--- config.mk ---
export PLATFORM = sky130hd
export DESIGN_NAME = dll_ram
export DESIGN_NICKNAME = d
export VERILOG_FILES = /design/src/rtl/core/dll_ram.sv
export SDC_FILE = /design/constraint.sdc
export NUM_CORES = 2
export LEC_CHECK = 0
export BUFFER_PORTS_ARGS = -buffer_cell sky130_fd_sc_hd__buf_2
export CORE_MARGIN = 2
export CORE_UTILIZATION = 42
export DETAILED_ROUTE_END_ITERATION = 8
export PLACE_DENSITY = 0.64
export SETUP_SLACK_MARGIN = 0.5
export SLEW_MARGIN = 20
export SYNTH_ARGS = -nofsm -noshare
export SYNTH_HDL_FRONTEND = slang
export SYNTH_SLANG_ARGS = --single-unit
--- constraint.sdc ---
create_clock -name clk_i -period 2.7 [get_ports clk_i]
set_input_delay 0.405 -clock clk_i [delete_from_list [all_inputs] [get_ports clk_i]]
set_output_delay 0.405 -clock clk_i [all_outputs]
set_load 0.01 [all_outputs]
--- src/rtl/core/dll_ram.sv ---
// ----------------------------------------------------------------------------
// dll_ram
// Generic single-write, single-read RAM with registered read data.
// ----------------------------------------------------------------------------
module dll_ram #(
  parameter int WIDTH = 9,
  parameter int DEPTH = 256
) (
  input  logic                     clk_i,
  input  logic                     we_i,
  input  logic [$clog2(DEPTH)-1:0] waddr_i,
  input  logic [WIDTH-1:0]         wdata_i,
  input  logic                     re_i,
  input  logic [$clog2(DEPTH)-1:0] raddr_i,
  output logic [WIDTH-1:0]         rdata_o
);

  logic [WIDTH-1:0] mem [DEPTH];
  logic [WIDTH-1:0] rdata_q;

  always_ff @(posedge clk_i) begin
    if (we_i) begin
      mem[waddr_i] <= wdata_i;
    end
    if (re_i) begin
      rdata_q <= mem[raddr_i];
    end
  end

  assign rdata_o = rdata_q;

endmodule

* After elaboration in Yosys (flattened, before gate mapping) *
Memories as Yosys holds them, arrays and structs flattened. A register that Yosys moved wholly into a read port is not among the register bits.
Cells that the tools add are included.

storage, ports and cells
  flip-flop bits (word level) = 0
  bits in writable memories = 2304
  input bits = 28
  output and inout port bits = 9
  word-level logic and storage cells = 3
  memories kept = 1

memories
  memory  words  width  read ports  clocked after Yosys merged registers in  wr ports  line  source
  mem     256    9      1           1                                        1         18    logic [WIDTH-1:0] mem [DEPTH];

operators by class
  muxes and demuxes = 2

operator list
  operator  number
  $mux W1   2

* Longest topological paths before layout *
  depth after elaboration = 2
  gate-level depth with buffers = 11
  mapped depth without buffers = 6

* Worst setup path before layout *
No wires, ideal clock.

  path kind = in2reg
  start point = input port raddr_i[0]
  end point = register rdata_q[7], in the netlist rdata_o[7], read port of mem, data pin
  library setup time = 265 ps
  arrival time = 2103 ps
  data required time = 2435 ps
  slack = 333 ps
  stages = 9
  path buffers = 4
  cells stage by stage = buf_6 -> buf_12 -> buf_6 -> buf_6 -> mux4_2 -> a22oi_1 -> a21oi_1 -> nor4_1 -> nor3_1

RTL lines
  element             line  source
  start: declaration  14    input logic [$clog2(DEPTH)-1:0] raddr_i,
  end: declaration    19    logic [WIDTH-1:0] rdata_q;

==> impl_metrics.py <==
metrics = {
    "detailed_routing": {
        "first_iter_violations": 5632,
        "drt-pass1-iter-count": 6,
        "antenna_left": 0,
        "post_drt_wl_per_cell_um": 29.1,
        "drt-total-wl_um": 232000,
        "via_count": 46685,
        "vias_per_cell": 5.87,
        "drc_errors": 0,
    },
    "sta": {
        "fin_skew_ps": 54.2,
        "rsz0062_at_grt": "true",
        "finalCritPeriodShare": 0.892,
        "hold_viol_final": 0,
        "finalCriticalPeriod_ps": 2410,
        "max_clock_freq_mhz": 415,
        "finalMaxSlewViolations": 0,
        "setup-violations-final": 0,
        "worst_slew_pin_slew_ps": 779,
        "relSlewSlack": 0.481,
    },
    "setup_path": {
        "reg2regPathDepth": 8,
        "crit_fanout": 1,
        "path_common_cell": "buf_4",
        "r2r-start": "mem[115][4]",
        "criticalPathCategory": "reg2reg",
        "slowest_stage": "mux4_2",
        "worstReg2RegEnd": "rdata_o[4]",
        "cp_top_family": "compound AO/OA/AOI/OAI gates",
        "cp_cell_sequence": "mux4_2, a22o_1, a221oi_2, buf_4, o32a_1, nor3b_2, buf_4, nor4_2",
        "end_kind": "register",
        "rrSetupSlack_ps": 290,
        "critPathLaunch": "mem[115][4]",
        "crit_required_ps": 3290,
        "cp_data_arrival_time_ps": 3000,
        "critPathBufInv": 2,
        "slowest_delay_ps": 510,
        "crit_path_start_kind": "register",
        "cp.depth": 8,
        "endpoint": "rdata_o[4]",
    },
    "yosys": {
        "synth.area.top_cells": "edfxtp_1 (78%), mux4_2 (12%), mux2i_1 (2.0%)",
        "synth_ff_type": "edfxtp_1",
        "syn_nets": 4265,
        "synth-simple-area-share": 0.0250,
        "synth_cell_types": 56,
        "synth_top_area_frac": 0.777,
        "synth_mux_area_frac": 0.143,
        "ys_ff_latch": 2313,
        "synth_top_cell_by_area": "edfxtp_1",
        "syn_area_sq_um": 89400,
        "synth_top_family_by_area": "multiplexers",
        "synth_fa_ha_area_frac": 0,
        "syn_area_per_cell_sq_um": 21.1,
        "synthArstFlopShare": 0,
        "synth_edf_count": 2313,
        "synth_cells": 4237,
        "synthXorXnorAreaFrac": 0,
        "synth_warnings": 0,
        "synth_compound_area_frac": 0.0375,
        "seq_area_frac_synth": 0.777,
    },
    "cts": {
        "ctsHtreeMaxLevel": 4,
        "clk_pin_slew_worst_paths_ps": 60,
        "clk-insertion-delay-late_ps": 860,
        "cts_tree": "built",
        "clock-sinks": 2313,
        "cts_buffer_depth": 3,
        "cts_made_buffers": 221,
        "ctsRootBufferMaster": "clkbuf_16",
    },
    "run_status": {
        "status": "completed",
    },
    "power_and_ir_drop": {
        "powerDensity_nw_per_um2": 696,
        "ir_drop_v": 0.000684,
        "p_leak_nw": 33.9,
    },
    "final_layout": {
        "final_util": 0.500,
        "nNetsFinal": 4972,
        "final_area_sq_um": 106000,
        "drive_above_1_share": 0.334,
        "syn_to_final_growth_pct": 18.5,
    },
    "global_route": {
        "grt_pass1_vias": 46379,
        "grt_max_degree": 85,
        "grt_pass1_wl_um": 333000,
        "grt_use_total": 0.212,
        "globalRouteOverflowTotal": 0,
        "antenna_found_initial": 13,
    },
    "place": {
        "port_buffers": 36,
        "hpwl_um": 149000,
        "placed_cell_area_sq_um": 98200,
        "globalplace.congestion": 0.874,
    },
    "floorplanning": {
        "start_util": 0.422,
        "num_io_pins": 37,
        "die_h_um": 465,
        "die_w_um": 465,
        "die-area_sq_um": 216000,
        "num_rows": 169,
        "core_sq_um": 212000,
    },
    "hold_path": {
        "hold_class": "in2reg",
    },
    "flow_run": {
        "cap_violations": 0,
    },
}
Yosys cell counts (all sizes together), types with 8 or more instances:
master,count
edfxtp,2313
o31a,8
nor4,27
a21oi,98
clkbuf,120
a22oi,174
nand2b,9
mux4,476
a31oi,10
a221oi,11
a211oi,26
o21ai,36
nand3,31
o221ai,36
a22o,8
nand4,11
nand2,40
nor2,305
mux2,21
o22ai,65
nor3,21
buf,139
nor2b,28
mux2i,177
what timing repair did:
action	4_1_cts	5_1_grt
pin swaps	31	12
hold buffers	6	0
gates resized for setup	95	48
setup buffers	0	2
endpoints found under the hold margin	141	0
endpoints found under the setup margin	11	11
worst min-delay path by stage:
| stage | startpoint | endpoint | slack [ps] | cells past startpoint |
|---|---|---|---|---|
| floorplan | wdata_i[0] | mem[0][0] | 500 | 0 |
| global placement | re_i | rdata_o[5] | 840 | 1 |
| detailed placement | re_i | rdata_o[6] | 840 | 1 |
| CTS | wdata_i[6] | mem[154][6] | 10 | 1 |
| global route | wdata_i[6] | mem[172][6] | 30 | 1 |
| finish | wdata_i[6] | mem[175][6] | 40 | 1 |
layout make-up:
class	count	area (sq um)
clock inverters	135	1170
repair buffers	743	6780
clock buffers	272	5720
diodes	7	17.5
multi-input cells	1663	19300
fillers	16746	106000
flip-flops and latches	2313	69500
well taps	2821	3530
inverters	2	7.51
placed cells by master, fill, tap and decap left out, drive strengths merged, types with 10 or more instances in the layout:
cell    synthesis  layout
nand2          40      40
edfxtp       2313    2313
o21ai          36      36
nor4           27      27
bufinv          0      14
nand4          11      11
buf           139     735
a22oi         174     174
a21oi          98      98
mux2i         177     177
nand3          31      31
mux2           21      21
clkbuf        120     274
a31oi          10      10
o22ai          65      65
a211oi         26      26
o221ai         36      36
clkinv          1     114
nor3           21      21
a221oi         11      11
nor2b          28      28
nor2          305     305
mux4          476     476
worst reg2reg max path: stages (launching register included):
cell and delay [ps]:
edfxtp_1 350, mux4_2 510, a22o_1 250, a221oi_2 200, buf_4 170, o32a_1 260, nor3b_2 220, buf_4 180
nor4_2 50
per-stage QoR:
stage          power (W)  std cells  worst slack (ps)  TNS, ps  hold WS, ps
2_1_floorplan     0.0423       4237               393        0          504
3_3_place_gp      0.0445       7534             -1130    -5990          840
5_1_grt           0.0757       7950               270        0         26.9
4_1_cts           0.0741       7947               368        0         14.1
6_report          0.0737       7956               291        0         39.5
3_5_place_dp      0.0446       7534              -816    -5970          844
power by group:
group          internal [W]  total, W  switching (W)
logic               0.00174   0.00436        0.00263
clock network        0.0164    0.0297         0.0133
registers            0.0396    0.0397      0.0000646
sequential cells by signal (all words and copies together), names as in the netlist:
| signal | flops |
|---|---|
| rdata_o | 9 |
| mem | 2304 |
metal layers:
metal,vias up,global-route usage,share of wire
li1,19236,-,-
met1,24831,0.303,0.41
met2,2253,0.330,0.47
met3,359,0.0448,0.095
met4,6,0.0614,0.030
met5,-,0,0.00014
cell families after synthesis:
logic type	count (synthesis)
buffers and inverters	261
AND/OR/NAND/NOR	500
AO/OA/AOI/OAI	489
flip-flops	2313
multiplexers	674
No activity file was read; power rests on OpenSTA's default activity.
